**src/suvt_pkg.sv**
```systemverilog
// ----------------------------------------------------------------------------
// suvt_pkg: shared types and codes for the sorted unique value table
// Command and result words, cell control word, operation and status codes.
// ----------------------------------------------------------------------------
package suvt_pkg;

    localparam int CAPACITY_DEFAULT = 64;
    localparam logic [15:0] TOL_RESET = 16'd7;

    localparam logic [2:0] MODE_INSERT  = 3'd0;
    localparam logic [2:0] MODE_DELETE  = 3'd1;
    localparam logic [2:0] MODE_REPLACE = 3'd2;
    localparam logic [2:0] MODE_SET     = 3'd3;
    localparam logic [2:0] MODE_READ    = 3'd4;

    localparam logic [2:0] ST_OK       = 3'd0;
    localparam logic [2:0] ST_DUP      = 3'd1;
    localparam logic [2:0] ST_NOTFOUND = 3'd2;
    localparam logic [2:0] ST_FULL     = 3'd3;
    localparam logic [2:0] ST_RANGE    = 3'd4;

    typedef struct packed {
        logic [2:0]         mode;
        logic signed [31:0] old_value;
        logic signed [31:0] new_value;
        logic [5:0]         index;
    } cmd_t;

    typedef struct packed {
        logic signed [31:0] read_value;
        logic [6:0]         count;
        logic [2:0]         status;
    } result_t;

    typedef enum logic [2:0] {
        CELL_NONE,
        CELL_INSERT,
        CELL_REM_NEAR,
        CELL_REM_EXACT,
        CELL_REM_INDEX
    } cell_op_t;

    typedef struct packed {
        cell_op_t    op;
        logic        commit;
        logic [31:0] key;
        logic [15:0] tol;
        logic [5:0]  idx;
    } cell_ctrl_t;

    typedef enum logic [1:0] {
        FSM_IDLE,
        FSM_FIRST,
        FSM_SECOND
    } fsm_t;

endpackage

```
**src/suvt_cell.sv**
```systemverilog
// ----------------------------------------------------------------------------
// suvt_cell: one slot of the sorted table
// Compares its entry against the broadcast key and shifts with its neighbors.
// ----------------------------------------------------------------------------
module suvt_cell #(
    parameter int POS   = 0,
    parameter int CNT_W = 7
) (
    input  logic                 clk,
    input  suvt_pkg::cell_ctrl_t ctrl,
    input  logic [CNT_W-1:0]     count,
    input  logic                 left_flag,
    input  logic [31:0]          left_entry,
    input  logic [31:0]          right_entry,
    output logic [31:0]          entry,
    output logic                 flag,
    output logic                 hit
);
    import suvt_pkg::*;

    logic [31:0]        entry_reg;
    logic [31:0]        entry_next;
    logic               valid;
    logic signed [33:0] diff;
    logic signed [33:0] tol_s;

    assign entry = entry_reg;
    assign valid = count > CNT_W'(POS);
    assign diff  = $signed({{2{entry_reg[31]}}, entry_reg})
                 - $signed({{2{ctrl.key[31]}}, ctrl.key});
    assign tol_s = $signed({18'b0, ctrl.tol});

    // flag is the monotone split of the row: below key for insert,
    // at or past the removal point for the remove kinds
    always_comb
    begin
        flag = 1'b0;
        hit  = 1'b0;
        unique case (ctrl.op)
            CELL_INSERT:
            begin
                flag = valid && ($signed(entry_reg) < $signed(ctrl.key));
                hit  = valid && (entry_reg == ctrl.key);
            end
            CELL_REM_NEAR:
            begin
                flag = valid && (diff > -tol_s);
                hit  = flag && (diff < tol_s);
            end
            CELL_REM_EXACT:
            begin
                flag = valid && ($signed(entry_reg) >= $signed(ctrl.key));
                hit  = valid && (entry_reg == ctrl.key);
            end
            CELL_REM_INDEX:
            begin
                flag = valid && (POS >= int'(ctrl.idx));
                hit  = valid && (POS == int'(ctrl.idx));
            end
            CELL_NONE:
            begin
                flag = 1'b0;
                hit  = 1'b0;
            end
            default:
            begin
                flag = 1'b0;
                hit  = 1'b0;
            end
        endcase
    end

    always_comb
    begin
        entry_next = entry_reg;
        if (ctrl.commit)
        begin
            if (ctrl.op == CELL_INSERT)
            begin
                // hold below the key, take the key at the split, shift up past it
                if (!flag)
                begin
                    entry_next = left_flag ? ctrl.key : left_entry;
                end
            end
            else if (flag)
            begin
                entry_next = right_entry;
            end
        end
    end

    always_ff @(posedge clk)
    begin
        entry_reg <= entry_next;
    end

endmodule

```
**config.mk**
```make
export PLATFORM = sky130hd
export DESIGN_NAME = suvt_cell
export DESIGN_NICKNAME = d
export VERILOG_FILES = /design/src/suvt_pkg.sv /design/src/suvt_cell.sv
export SDC_FILE = /design/constraint.sdc
export NUM_CORES = 1
export LEC_CHECK = 0
export BUFFER_PORTS_ARGS = -buffer_cell sky130_fd_sc_hd__buf_4
export CORE_ASPECT_RATIO = 1.25
export CORE_MARGIN = 1
export CORE_UTILIZATION = 54
export CTS_BUF_LIST = sky130_fd_sc_hd__clkbuf_4 sky130_fd_sc_hd__clkbuf_8
export DETAILED_ROUTE_END_ITERATION = 12
export GPL_ROUTABILITY_DRIVEN = 1
export PLACE_DENSITY = 0.83
export SYNTH_ARGS = -nofsm -noshare
export SYNTH_HDL_FRONTEND = slang
export SYNTH_SLANG_ARGS = --single-unit
```
**constraint.sdc**
```tcl
create_clock -name clk -period 7.3 [get_ports clk]
set_input_delay 0 -clock clk [delete_from_list [all_inputs] [get_ports clk]]
set_output_delay 0 -clock clk [all_outputs]
set_load 0.03 [all_outputs]
```
# Word-level counts from Yosys, hierarchy flattened
# Cells that the tools add are included.
[totals] inputBits=131 register_bits=32 elab_cells=32 output_inout_bits=34
[classes] n_mux=6 n_addsub=2 n_eq_ne=6 reduce_logical=11 magnitude_cmp=6
[op_table] op="$mux 32" n=4
[op_table] op="$gt 33x34->1" n=1
[op_table] op="$neg 16->34" n=1
[op_table] op="$lt 33x17->1" n=1
[op_table] op="$sub 32x32->33" n=1
[op_table] op="$eq 32x32->1" n=1
[op_table] op="$ge 32x32->1" n=1
[op_table] op="$lt 32x32->1" n=1
[op_table] op="$gt 7x1->1 const B" n=1
[op_table] op="$logic_and 1x1->1" n=7
[op_table] op="$eq 3x2->1 const B" n=2
[op_table] op="$ge 1x6->1 const A" n=1
[op_table] op="$logic_not 6->1" n=1
[op_table] op="$pmux 1 s4" n=1
[op_table] op="$eq 3x1->1 const B" n=1
[op_table] op="$eq 3x3->1 const B" n=1
[op_table] op="$pmux 1 s3" n=1
[op_table] op="$reduce_and 3->1" n=1
[op_table] op="$ne 2x2->1 const B" n=1
[op_table] op="$reduce_bool 2->1" n=1
[op_table] op="$reduce_or 2->1" n=1

# Depth between registers and ports, before layout
# Gate-level depths: netlist (run 1).
[logic_depth] depth_word=6 ltp_mapped=22 depth_no_buf=22

# Worst setup path before layout (run 1)
# OpenSTA, ideal clock, no wires.
[synth_path] path_type="reg-to-reg" from="register entry_reg[3] (netlist: entry[3])" to="register entry_reg[0] (netlist: entry[0]), enable pin" path_stages_with_launch=20 path_slack_ps=566 arrival_time_ps=6298 period_less_slack_ps=6734 setup_time_ps=435 path_buffers=1 cell_sequence="edfxtp_1 > ha_1 > buf_6 > a21o_1 > o211ai_2 > a21oi_2 > or3_4 > or4_4 > a31oi_1 > o21ai_1 > xor2_1 > ha_1 > a21o_1 > a21o_1 > a221oi_1 > o31ai_1 > a211oi_1 > mux2i_1 > or3_1 > mux2i_1"
[synth_via] elab_chain_cells=6 elab_cells_between_ends=11 cone_classes="add/sub: 1; order compare: 3; eq/ne: 1; mux: 1; reduce/logical: 5"
[synth_rtl] item="start: declaration" line_no="suvt_cell.sv:21" rtl="logic [31:0] entry_reg;"
[synth_rtl] item="start signal: assignment" line_no="suvt_cell.sv:95" rtl="entry_reg <= entry_next;"
[synth_rtl] item="$sub 32x32->33" line_no="suvt_cell.sv:30" rtl="- $signed({{2{ctrl.key[31]}}, ctrl.key});"
[synth_rtl] item="$gt 33x34->1" line_no="suvt_cell.sv:47" rtl="flag = valid && (diff > -tol_s);"
[synth_rtl] item="$logic_and 1x1->1" line_no="suvt_cell.sv:47"
[synth_rtl] item="$pmux 1 s4 (*)" line_no="suvt_cell.sv:39" rtl="unique case (ctrl.op)"
[synth_rtl] item="via flag" line_no="suvt_cell.sv:16" rtl="output logic flag,"
[synth_rtl] item="$ne 2x2->1 (no line) or $reduce_bool 2->1 (tied branches)"
[synth_rtl] item="$reduce_and 3->1 (no line) (*)"
# The timed path passes the listed nets; every way through them passes the cells marked *.
# A chain may end at the register's enable or synchronous reset.

# Worst setup path in the final report (run 1)
[layout_path] from="register entry_reg[8] (netlist: entry[8])" to="register entry_reg[8] (netlist: entry[8]), enable pin"
[layout_via] elab_chain_cells=6 elab_cells_between_ends=11 cone_classes="add/sub: 1; order compare: 3; eq/ne: 1; mux: 1; reduce/logical: 5"
[layout_rtl] item="$sub 32x32->33" line_no="suvt_cell.sv:30"
[layout_rtl] item="$gt 33x34->1" line_no="suvt_cell.sv:47"
[layout_rtl] item="$logic_and 1x1->1" line_no="suvt_cell.sv:47"
[layout_rtl] item="$pmux 1 s4 (*)" line_no="suvt_cell.sv:39"
[layout_rtl] item="$ne 2x2->1 (no line) or $reduce_bool 2->1 (tied branches)"
[layout_rtl] item="$reduce_and 3->1 (no line) (*)"
# Every way passes the cells marked *; elsewhere a longest branch is shown, timed or not.

==> out/metrics.cfg, run 1 <==
[power]
comb_power_share_pct=54.9
p_per_area_nw_per_um2=129.9
p_leak_nw=3.229
p_sw_share_pct=39.90
p_int_mw=0.5290
report.power.total_mw=0.8801
vdd_ir_drop_max_mv=0.1249
p_switching_mw=0.3511
pwr-share-seq_pct=25.2
p_clk_share_pct=19.9

[route]
vias=5654
via_per_inst=5.958
wire_per_inst_um=16.11
routed_wl_um=15290
dr.pass1.iters=5
drtAntennaViolNets=0
drcViolationCount=0
drt_iter0_drc=305

[sta]
rsz0062_at_grt=no
max_freq_mhz=162.8
period_needed_ns=6.144
post-route-period-util_pct=84.16
worstMarginPinSlew_ns=1.165
skew_ns=0.005149
slew_violations=0
tns_ns=0
relSlewSlack_pct=20.67
finalSetupViolCount=0
whs_ns=0.03175
hold_viol_final=0
fin_ws_ns=1.156

[cts]
cts_hold_buf=0
path_clk_slew_ns=0.07
cts_resized=0
clock_sinks=32
root_buffer=clkbuf_8
post_cts_buffers=0
cts_max_path_buffers=2
cts_tree=yes
cts_made_buffers=5
cts.htree.levels=2
clock_latency_ns=0.29

[cells_and_area]
instances_no_fill=949
num-fill-cells=834
finalNetCount=1037
n_antenna_cell=0
areaGrowthSynthToFinish_pct=26.49
finalInstanceArea_um2=6775
drive_gt1_share_pct=23.57
largest_reg_flops=32
final_core_util_pct=70.51

[setup_path]
slowest_delay_ns=0.94
worst-path-max-fanout=32
r2r_end=entry[8]$_DFFE_PP_
reg2reg_depth=18
worstPathArrival_ns=6.05
required_ns=7.21
cp-end-kind=flip-flop
cp.buffers_inverters=0
criticalPathCategory=reg -> reg
regToRegStartpoint=entry[8]$_DFFE_PP_
critPathTopFamily=simple AND/OR/NAND/NOR gates
worstPathCellList=ha_1 > and4_1 > a21oi_2 > a21oi_2 > or3_4 > or4_4 > a31oi_1 > o21ai_1 > xor2_1 > ha_1 > a21o_1 > a21o_1 > a221oi_1 > o31ai_1 > a211oi_1 > mux2i_1 > or3_1 > mux2i_4
crit_cells=18
rrSetupSlack_ns=1.16
slowest_stage=mux2i_4
startpoint_type=flip-flop

[synth]
async_flop_share_pct=0
syn-cell-area_um2=5356
avgSynthCellArea_um2=7.935
synth_fp_nets=890
ys_warn_count=0
ys_seq_area_share_pct=17.94
synth_edf_count=32
syn_inst=675
synth.ff_latch_count=32
synth_cell_type_count=73
synthFlopType=edfxtp_1

[min_path]
holdPathStages=3
min_from=right_entry[1]
hold_end=entry[1]$_DFFE_PP_
worstHoldPathType=in -> reg

[global_route]
grt_pass1_wl_um=25720
grt-ovfl-total=0
grt_util_all_layers_pct=30.51
grt_max_degree=67
grt_antenna_before_repair=0
grt_pass1_vias=5594

[placed_design]
pre_cts_ws_ns=1.233
dp_hpwl_um=12800
globalplace.congestion=0.9119
dp_cells=941
portBuffers=164
place_area_um2=6664

[floorplan]
die_w_um=91.08
dieHeight_um=113.4
core_um2=9609
die-area_um2=10320
num_io_pins=165
start_util_pct=55.74
fp-row-count=40

[run_status]
status=complete, no violations

[flow_run]
maxCapViolCount=0

==> synthesized netlist by cell type (4+ instances only) <==
| master | number | share of area, % |
|---|---|---|
| o21ai_1 | 10 | 0.93 |
| a21oi_1 | 75 | 7.0 |
| o211ai_1 | 7 | 0.98 |
| a21o_1 | 17 | 2.4 |
| or3_1 | 7 | 0.82 |
| clkbuf_1 | 20 | 1.4 |
| nor4_1 | 23 | 2.7 |
| mux2i_1 | 34 | 6.4 |
| nand2b_1 | 4 | 0.47 |
| a31oi_1 | 5 | 0.58 |
| nand4_1 | 16 | 1.9 |
| ha_1 | 83 | 19 |
| nand3_1 | 19 | 1.8 |
| nand2_1 | 35 | 2.5 |
| nor3_1 | 10 | 0.93 |
| xor2_1 | 13 | 2.1 |
| a211oi_1 | 9 | 1.3 |
| nor2b_1 | 6 | 0.70 |
| o21bai_1 | 4 | 0.56 |
| o21ai_0 | 19 | 1.8 |
| and3_1 | 7 | 0.82 |
| edfxtp_1 | 32 | 18 |
| xnor2_1 | 22 | 3.6 |
| nor2_1 | 62 | 4.3 |
| inv_1 | 62 | 4.3 |
==> cell families after synthesis <==
kind of cell | synth area share [%]
DFF | 17.94
buffers and inverters | 6.447
muxes | 6.774
adders and majority gates | 19.76
AOI/OAI and AO/OA | 22.00
xor gates and xnor gates | 5.723
and+or+nand+nor | 21.35
==> power groups by stage <==
stage               clock network, mW  registers [mW]  logic, mW
finish                          0.175           0.222      0.483
global route                    0.185           0.223      0.534
CTS                             0.177           0.222      0.477
detailed placement                  0           0.226      0.475
global placement                    0           0.226      0.459
floorplan                           0           0.244      0.295
==> how the worst max path moves through the flow <==
stage | slack [ns] | end | start
after floorplan | 0.57 | entry[0]$_DFFE_PP_ | entry[3]$_DFFE_PP_
after global placement | 1.40 | entry[0]$_DFFE_PP_ | entry[7]$_DFFE_PP_
after detailed placement | 1.23 | entry[3]$_DFFE_PP_ | entry[8]$_DFFE_PP_
after CTS | 1.21 | entry[8]$_DFFE_PP_ | entry[7]$_DFFE_PP_
after global routing | 0.76 | entry[3]$_DFFE_PP_ | entry[7]$_DFFE_PP_
final | 1.16 | entry[8]$_DFFE_PP_ | entry[8]$_DFFE_PP_
==> cell type report <==
cell class / instances / area [µm²] / share of cell area, %
timing repair buffer: 165 / 1239 / 18.28
tap: 126 / 157.7 / 2.327
sequential: 32 / 960.9 / 14.18
inverter: 63 / 236.5 / 3.490
clock buffer: 6 / 76.32 / 1.127
clock inverter: 2 / 35.03 / 0.5171
multi-input combinational: 555 / 4070 / 60.07
==> layout by cell type (no fill, tap or decap), types with 4 or more instances in the layout <==
| cell | netlist | layout |
|---|---|---|
| inv_1 | 62 | 62 |
| o21ai_0 | 19 | 19 |
| edfxtp_1 | 32 | 32 |
| o21bai_1 | 4 | 4 |
| mux2i_1 | 34 | 33 |
| and3_1 | 7 | 7 |
| nand3_1 | 19 | 19 |
| or3_1 | 7 | 7 |
| buf_4 | 0 | 165 |
| nor2b_1 | 6 | 6 |
| nand2_1 | 35 | 35 |
| xnor2_1 | 22 | 22 |
| a21oi_1 | 75 | 75 |
| a211oi_1 | 9 | 9 |
| o211ai_1 | 7 | 7 |
| nor2_1 | 62 | 61 |
| clkbuf_8 | 0 | 5 |
| ha_1 | 83 | 83 |
| a21o_1 | 17 | 17 |
| nand4_1 | 16 | 16 |
| xor2_1 | 13 | 13 |
| o21ai_1 | 10 | 10 |
| nor3_1 | 10 | 10 |
| nand2b_1 | 4 | 4 |
| a31oi_1 | 5 | 5 |
| nor4_1 | 23 | 23 |
==> tightest hold or removal path, stage by stage <==
cell     delay, ns
buf_4         0.08
nor2_1        0.03
a21oi_1       0.10
==> layer usage <==
layer | wire (µm) | GRT usage [%] | part of all wire, %
met1 | 6374 | 36.90 | 42
met2 | 7619 | 54.29 | 50
met3 | 787 | 4.099 | 5.1
met4 | 508 | 12.59 | 3.3
met5 | 0 | 0 | 0
No activity file was read; power rests on OpenSTA's default activity.
==> run 2, diff against run 1 <==
--- a/config.mk
+++ b/config.mk
@@ -8,11 +8,11 @@
 export BUFFER_PORTS_ARGS = -buffer_cell sky130_fd_sc_hd__buf_4
 export CORE_ASPECT_RATIO = 1.25
 export CORE_MARGIN = 1
-export CORE_UTILIZATION = 54
+export CORE_UTILIZATION = 49
 export CTS_BUF_LIST = sky130_fd_sc_hd__clkbuf_4 sky130_fd_sc_hd__clkbuf_8
 export DETAILED_ROUTE_END_ITERATION = 12
 export GPL_ROUTABILITY_DRIVEN = 1
-export PLACE_DENSITY = 0.83
+export PLACE_DENSITY = 0.79
 export SYNTH_ARGS = -nofsm -noshare
 export SYNTH_HDL_FRONTEND = slang
 export SYNTH_SLANG_ARGS = --single-unit
==> constraint.sdc (replaced) <==
create_clock -name clk -period 5.61 [get_ports clk]
set_input_delay 0 -clock clk [delete_from_list [all_inputs] [get_ports clk]]
set_output_delay 0 -clock clk [all_outputs]
set_load 0.03 [all_outputs]
==> out/metrics.cfg, run 2 (synthesis gave the netlist of run 1 again) <==
[cts]
path_clk_slew_ns=0.07  ; about the same
clock_latency_ns=0.30  ; about the same
cts_max_path_buffers=2  ; unchanged
cts.htree.levels=2  ; unchanged
cts_made_buffers=5  ; unchanged
clock_sinks=32  ; unchanged
root_buffer=clkbuf_8
cts_tree=yes

[placed_design]
pre_cts_ws_ns=0.1437  ; -1.090 ns
portBuffers=164  ; unchanged
place_area_um2=6696  ; +0.49%
globalplace.congestion=0.9615  ; +5.4%
dp_hpwl_um=12960  ; +1.3%
dp_cells=948  ; +0.74%

[cells_and_area]
areaGrowthSynthToFinish_pct=28.03
drive_gt1_share_pct=25.76  ; +2.2 points
largest_reg_flops=32  ; unchanged
finalInstanceArea_um2=6858  ; +1.2%
num-fill-cells=939  ; +13%
finalNetCount=1042  ; +0.48%
layout_common_cells=169 x buf_4, 75 x ha_1, 74 x a21oi_1
instances_no_fill=959  ; +1.1%
n_antenna_cell=0  ; unchanged
layout_commonest_cell=buf_4
final_core_util_pct=64.60  ; -5.9 points

[power]
vdd_ir_drop_max_mv=0.1805  ; +45%
p_per_area_nw_per_um2=161.2  ; +24%
p_leak_nw=3.231  ; about the same
report.power.total_mw=1.105  ; +26%

[global_route]
grt_max_degree=67  ; unchanged
grt_pass1_vias=5595  ; +0.018%
grt_antenna_before_repair=0  ; unchanged
grt-ovfl-total=0  ; unchanged
grt_util_all_layers_pct=27.77  ; -2.7 points
grt_pass1_wl_um=25190  ; -2.1%

[sta]
hold_viol_final=0  ; unchanged
skew_ns=0.007191  ; +0.002043 ns
max_freq_mhz=187.3
post-route-period-util_pct=95.16
fin_ws_ns=0.2713  ; -0.8850 ns
worstMarginPinSlew_ns=0.6880  ; -0.4770 ns
relSlewSlack_pct=53.71  ; +33 points
period_needed_ns=5.339
tns_ns=0  ; unchanged
finalSetupViolCount=0  ; unchanged
whs_ns=0.02006  ; -0.01169 ns
slew_violations=0  ; unchanged
rsz0062_at_grt=no

[min_path]
worstHoldPathType=in -> reg
holdPathStages=3  ; unchanged

[floorplan]
die-area_um2=11360  ; +10%
die_w_um=95.52  ; +4.9%
core_um2=10620  ; +10%
dieHeight_um=118.9  ; +4.9%
start_util_pct=50.46  ; -5.3 points
fp-row-count=42  ; +5.0%
num_io_pins=165  ; unchanged

[route]
drcViolationCount=0  ; unchanged
drtAntennaViolNets=0  ; unchanged
routed_wl_um=15610  ; +2.1%
dr.pass1.iters=5  ; unchanged
vias=5690  ; +0.64%
via_per_inst=5.933  ; -0.41%
wire_per_inst_um=16.28  ; +1.0%
drt_iter0_drc=289  ; -5.2%

[setup_path]
worstPathArrival_ns=5.34  ; -0.71 ns
critPathMostFrequentCell=ha_1
required_ns=5.61  ; -1.60 ns
reg2reg_depth=18  ; unchanged
slowest_delay_ns=0.53  ; -0.41 ns
worstPathCellList=ha_1 > and3_4 > and2_4 > a21boi_1 > or3_4 > or4_4 > a31oi_1 > o21ai_1 > xor2_1 > ha_1 > nand4_1 > nor4_2 > o311a_1 > a211oi_2 > mux2i_1 > nor4b_2 > nand4bb_1 > o31ai_2 > buf_4
slowest_stage=or4_4
worst-path-max-fanout=7  ; -78%
critPathTopFamily=simple AND/OR/NAND/NOR gates
crit_cells=19  ; +1
cp.buffers_inverters=1  ; +1
criticalPathCategory=reg -> out
startpoint_type=flip-flop
cp-end-kind=primary output

[run_status]
status=complete, no violations

[flow_run]
maxCapViolCount=0  ; unchanged

-- run 2: tightest hold or removal path, delay by kind of cell --
family | cells | cell delay (ns)
buffers and inverters | 1 | 0.08
AOI/OAI and AO/OA | 1 | 0.09
and+or+nand+nor | 1 | 0.03
-- run 2: path summary, 6_finish.rpt --
| path | endpoint | slack, ns | startpoint |
|---|---|---|---|
| worst min-delay path | entry[16]$_DFFE_PP_ | 0.02 | right_entry[16] |
| worst max-delay path | hit | 0.27 | entry[13]$_DFFE_PP_ |
| worst max register to register | entry[2]$_DFFE_PP_ | 0.32 | entry[13]$_DFFE_PP_ |
| worst min register to register | entry[31]$_DFFE_PP_ | 1.57 | entry[31]$_DFFE_PP_ |
-- run 2: power by group --
part           internal (mW)  leakage [nW]  total [mW]  switching (mW)
sequential             0.282         0.294       0.289         0.00722
combinational          0.279          2.90       0.639           0.359
clock                 0.0839        0.0400       0.178          0.0937
total                  0.645          3.23        1.11           0.460
-- run 2: area by class of cell --
class	instances	area, µm²	area share (%)
clock buffers	5	68.82	1.003
clock inverters	2	12.51	0.1824
inverters	63	236.5	3.448
multi-input cells	555	4125	60.15
flip-flops and latches	32	960.9	14.01
well taps	132	165.2	2.408
repair buffers	170	1289	18.79
-- run 2: layer usage --
layer  share of wire (%)  global-route usage, %  wire length, µm
met2                  52                  50.45             8061
met3                 3.8                  3.257              589
met4                 2.0                  8.209              317
met1                  43                  33.47             6641
met5                   0                      0                0
-- run 2: timing repair --
action / in CTS / in global routing
buffers inserted: 0 / 4
hold buffers: 0 / 0
endpoints found under the setup margin: 0 / 33
resized for setup: 0 / 15
==> run 3, diff against run 2 <==
==> constraint.sdc (replaced) <==
create_clock -name clk -period 5.61 [get_ports clk]
set_input_delay 0.2805 -clock clk [delete_from_list [all_inputs] [get_ports clk]]
set_output_delay 0.2805 -clock clk [all_outputs]
set_load 0.03 [all_outputs]
==> out/metrics.cfg, run 3 (synthesis gave the netlist of run 1 again) <==
[floorplan]
num_io_pins=165  ; unchanged
core_um2=10620  ; unchanged
dieHeight_um=118.9  ; unchanged
die_w_um=95.52  ; unchanged
start_util_pct=50.46  ; unchanged
die-area_um2=11360  ; unchanged
fp-row-count=42  ; unchanged

[setup_path]
cp.buffers_inverters=1  ; unchanged
r2r_end=entry[2]$_DFFE_PP_
worstPathArrival_ns=5.25  ; -0.09 ns
slowest_delay_ns=0.53  ; about the same
required_ns=5.33  ; -0.28 ns
reg2reg_depth=20  ; +2
cp-end-kind=primary output
crit_cells=20  ; +1
rrSetupSlack_ns=0.31  ; about the same
regToRegStartpoint=entry[8]$_DFFE_PP_
critPathTopFamily=compound AO/OA/AOI/OAI gates
startpoint_type=flip-flop
worstPathCellList=ha_4 > and4_4 > and2_4 > a21boi_1 > or3_4 > or4_4 > a31oi_1 > o21ai_1 > xor2_1 > ha_1 > a21o_1 > a21o_1 > a221oi_2 > o31ai_2 > a211oi_2 > mux2i_1 > nor4b_4 > nand4bb_1 > o31ai_2 > buf_4
worst-path-max-fanout=6  ; -1
criticalPathCategory=reg -> out
slowest_stage=or4_4

[sta]
worstMarginPinSlew_ns=0.6429  ; -0.04511 ns
rsz0062_at_grt=yes
post-route-period-util_pct=98.63  ; +3.5 points
skew_ns=0.007691  ; +0.0004994 ns
slew_violations=0  ; unchanged
period_needed_ns=5.533  ; +0.1945 ns
finalSetupViolCount=0  ; unchanged
max_freq_mhz=180.7  ; -3.5%
hold_viol_final=0  ; unchanged
relSlewSlack_pct=56.03  ; +2.3 points

[global_route]
grt_max_degree=67  ; unchanged
grt-ovfl-total=0  ; unchanged
grt_util_all_layers_pct=27.44  ; -0.33 points
grt_pass1_wl_um=25020  ; -0.68%
grt_antenna_before_repair=0  ; unchanged
grt_pass1_vias=5638  ; +0.77%

[cells_and_area]
drive_gt1_share_pct=26.87  ; +1.1 points
finalNetCount=1045  ; +0.29%
areaGrowthSynthToFinish_pct=31.14
n_antenna_cell=0  ; unchanged
layout_common_cells=172 x buf_4, 75 x a21oi_1, 69 x ha_1
layout_commonest_cell=buf_4
largest_reg_flops=32  ; unchanged
instances_no_fill=962  ; +0.31%
final_core_util_pct=66.17  ; +1.6 points

[route]
drt_iter0_drc=301  ; +4.2%
drtAntennaViolNets=0  ; unchanged
dr.pass1.iters=5  ; unchanged
via_per_inst=5.977  ; +0.74%
routed_wl_um=15820  ; +1.4%
drcViolationCount=0  ; unchanged
vias=5750  ; +1.1%
wire_per_inst_um=16.45  ; +1.1%

[cts]
path_clk_slew_ns=0.06  ; about the same
cts_made_buffers=5  ; unchanged
cts_tree=yes
clock_sinks=32  ; unchanged
cts.htree.levels=2  ; unchanged
clock_latency_ns=0.29  ; about the same
cts_max_path_buffers=2  ; unchanged
root_buffer=clkbuf_8

[min_path]
holdPathStages=3  ; unchanged
min_from=right_entry[24]
hold_end=entry[24]$_DFFE_PP_
worstHoldPathType=in -> reg

[power]
p_leak_nw=3.274  ; +1.3%
p_per_area_nw_per_um2=158.8  ; -1.5%
vdd_ir_drop_max_mv=0.1283  ; -29%

[placed_design]
portBuffers=164  ; unchanged
dp_hpwl_um=12740  ; -1.7%
dp_cells=950  ; +0.21%
globalplace.congestion=0.9986  ; +3.9%

[flow_run]
maxCapViolCount=0  ; unchanged

[run_status]
status=complete, no violations

==> run 3: final cells by class <==
| type | instances | area (µm²) |
|---|---|---|
| multi-input cells | 555 | 4274 |
| clock inverters | 2 | 7.507 |
| clock buffers | 5 | 68.82 |
| inverters | 63 | 236.5 |
| well taps | 132 | 165.2 |
| fillers | 871 | 3591 |
| repair buffers | 173 | 1311 |
| flip-flops and latches | 32 | 960.9 |
==> run 3: how the worst max path moves through the flow <==
stage	from	endpoint	slack, ns
floorplan	entry[3]$_DFFE_PP_	entry[0]$_DFFE_PP_	0.03
global placement	ctrl[29]	hit	0.16
detailed placement	ctrl[29]	hit	0.07
CTS	entry[7]$_DFFE_PP_	hit	0.01
global route	entry[8]$_DFFE_PP_	hit	-0.11
finish	entry[8]$_DFFE_PP_	hit	0.08
==> run 3: worst reg2reg max path, stage by stage, from the launching register on <==
cell and delay (ns):
edfxtp_1 0.44, ha_4 0.27, and4_4 0.20, and2_4 0.16, a21boi_1 0.15, or3_4 0.38
or4_4 0.53, a31oi_1 0.19, o21ai_1 0.08, xor2_1 0.17, ha_1 0.34, a21o_1 0.17
a21o_1 0.20, a221oi_2 0.28, o31ai_2 0.12, a211oi_2 0.25, mux2i_1 0.13, buf_4 0.15
or3_4 0.35, mux2i_4 0.20, buf_12 0.22
==> run 3: through the flow <==
step / setup TNS (ns) / hold slack [ns] / power, mW / setup WS [ns] / instance area (µm²)
floorplan: 0 / 0.5109 / 0.7037 / 0.02960 / 5374
global placement: 0 / 0.6067 / 0.8853 / 0.1590 / 6711
detailed placement: 0 / 0.6083 / 0.9077 / 0.07175 / 6711
CTS: 0 / 0.3004 / 1.082 / 0.01381 / 6809
global route: -0.1136 / 0.3126 / 1.197 / -0.1136 / 7024
finish: 0 / 0.3094 / 1.115 / 0.07676 / 7024
==> run 3: where the power goes <==
part	switching, mW	leakage, nW	internal (mW)
Combinational	0.367	2.94	0.291
Sequential	0.00882	0.294	0.282
Clock	0.0839	0.0391	0.0817
==> run 3: metal layers <==
layer	GRT usage, %	up-vias	share of wire (%)
met4	11.29	0	3.0
met2	48.35	201	51
met1	32.43	2689	41
met5	0	-	0
met3	4.215	38	5.2
li1	-	2822	-
==> run 3: what timing repair did <==
item                                    CTS  global route
buffers inserted                          2             3
gates resized for setup                   1            33
pin swaps                                 1             4
endpoints found under the setup margin    1            34
hold buffers                              0             0
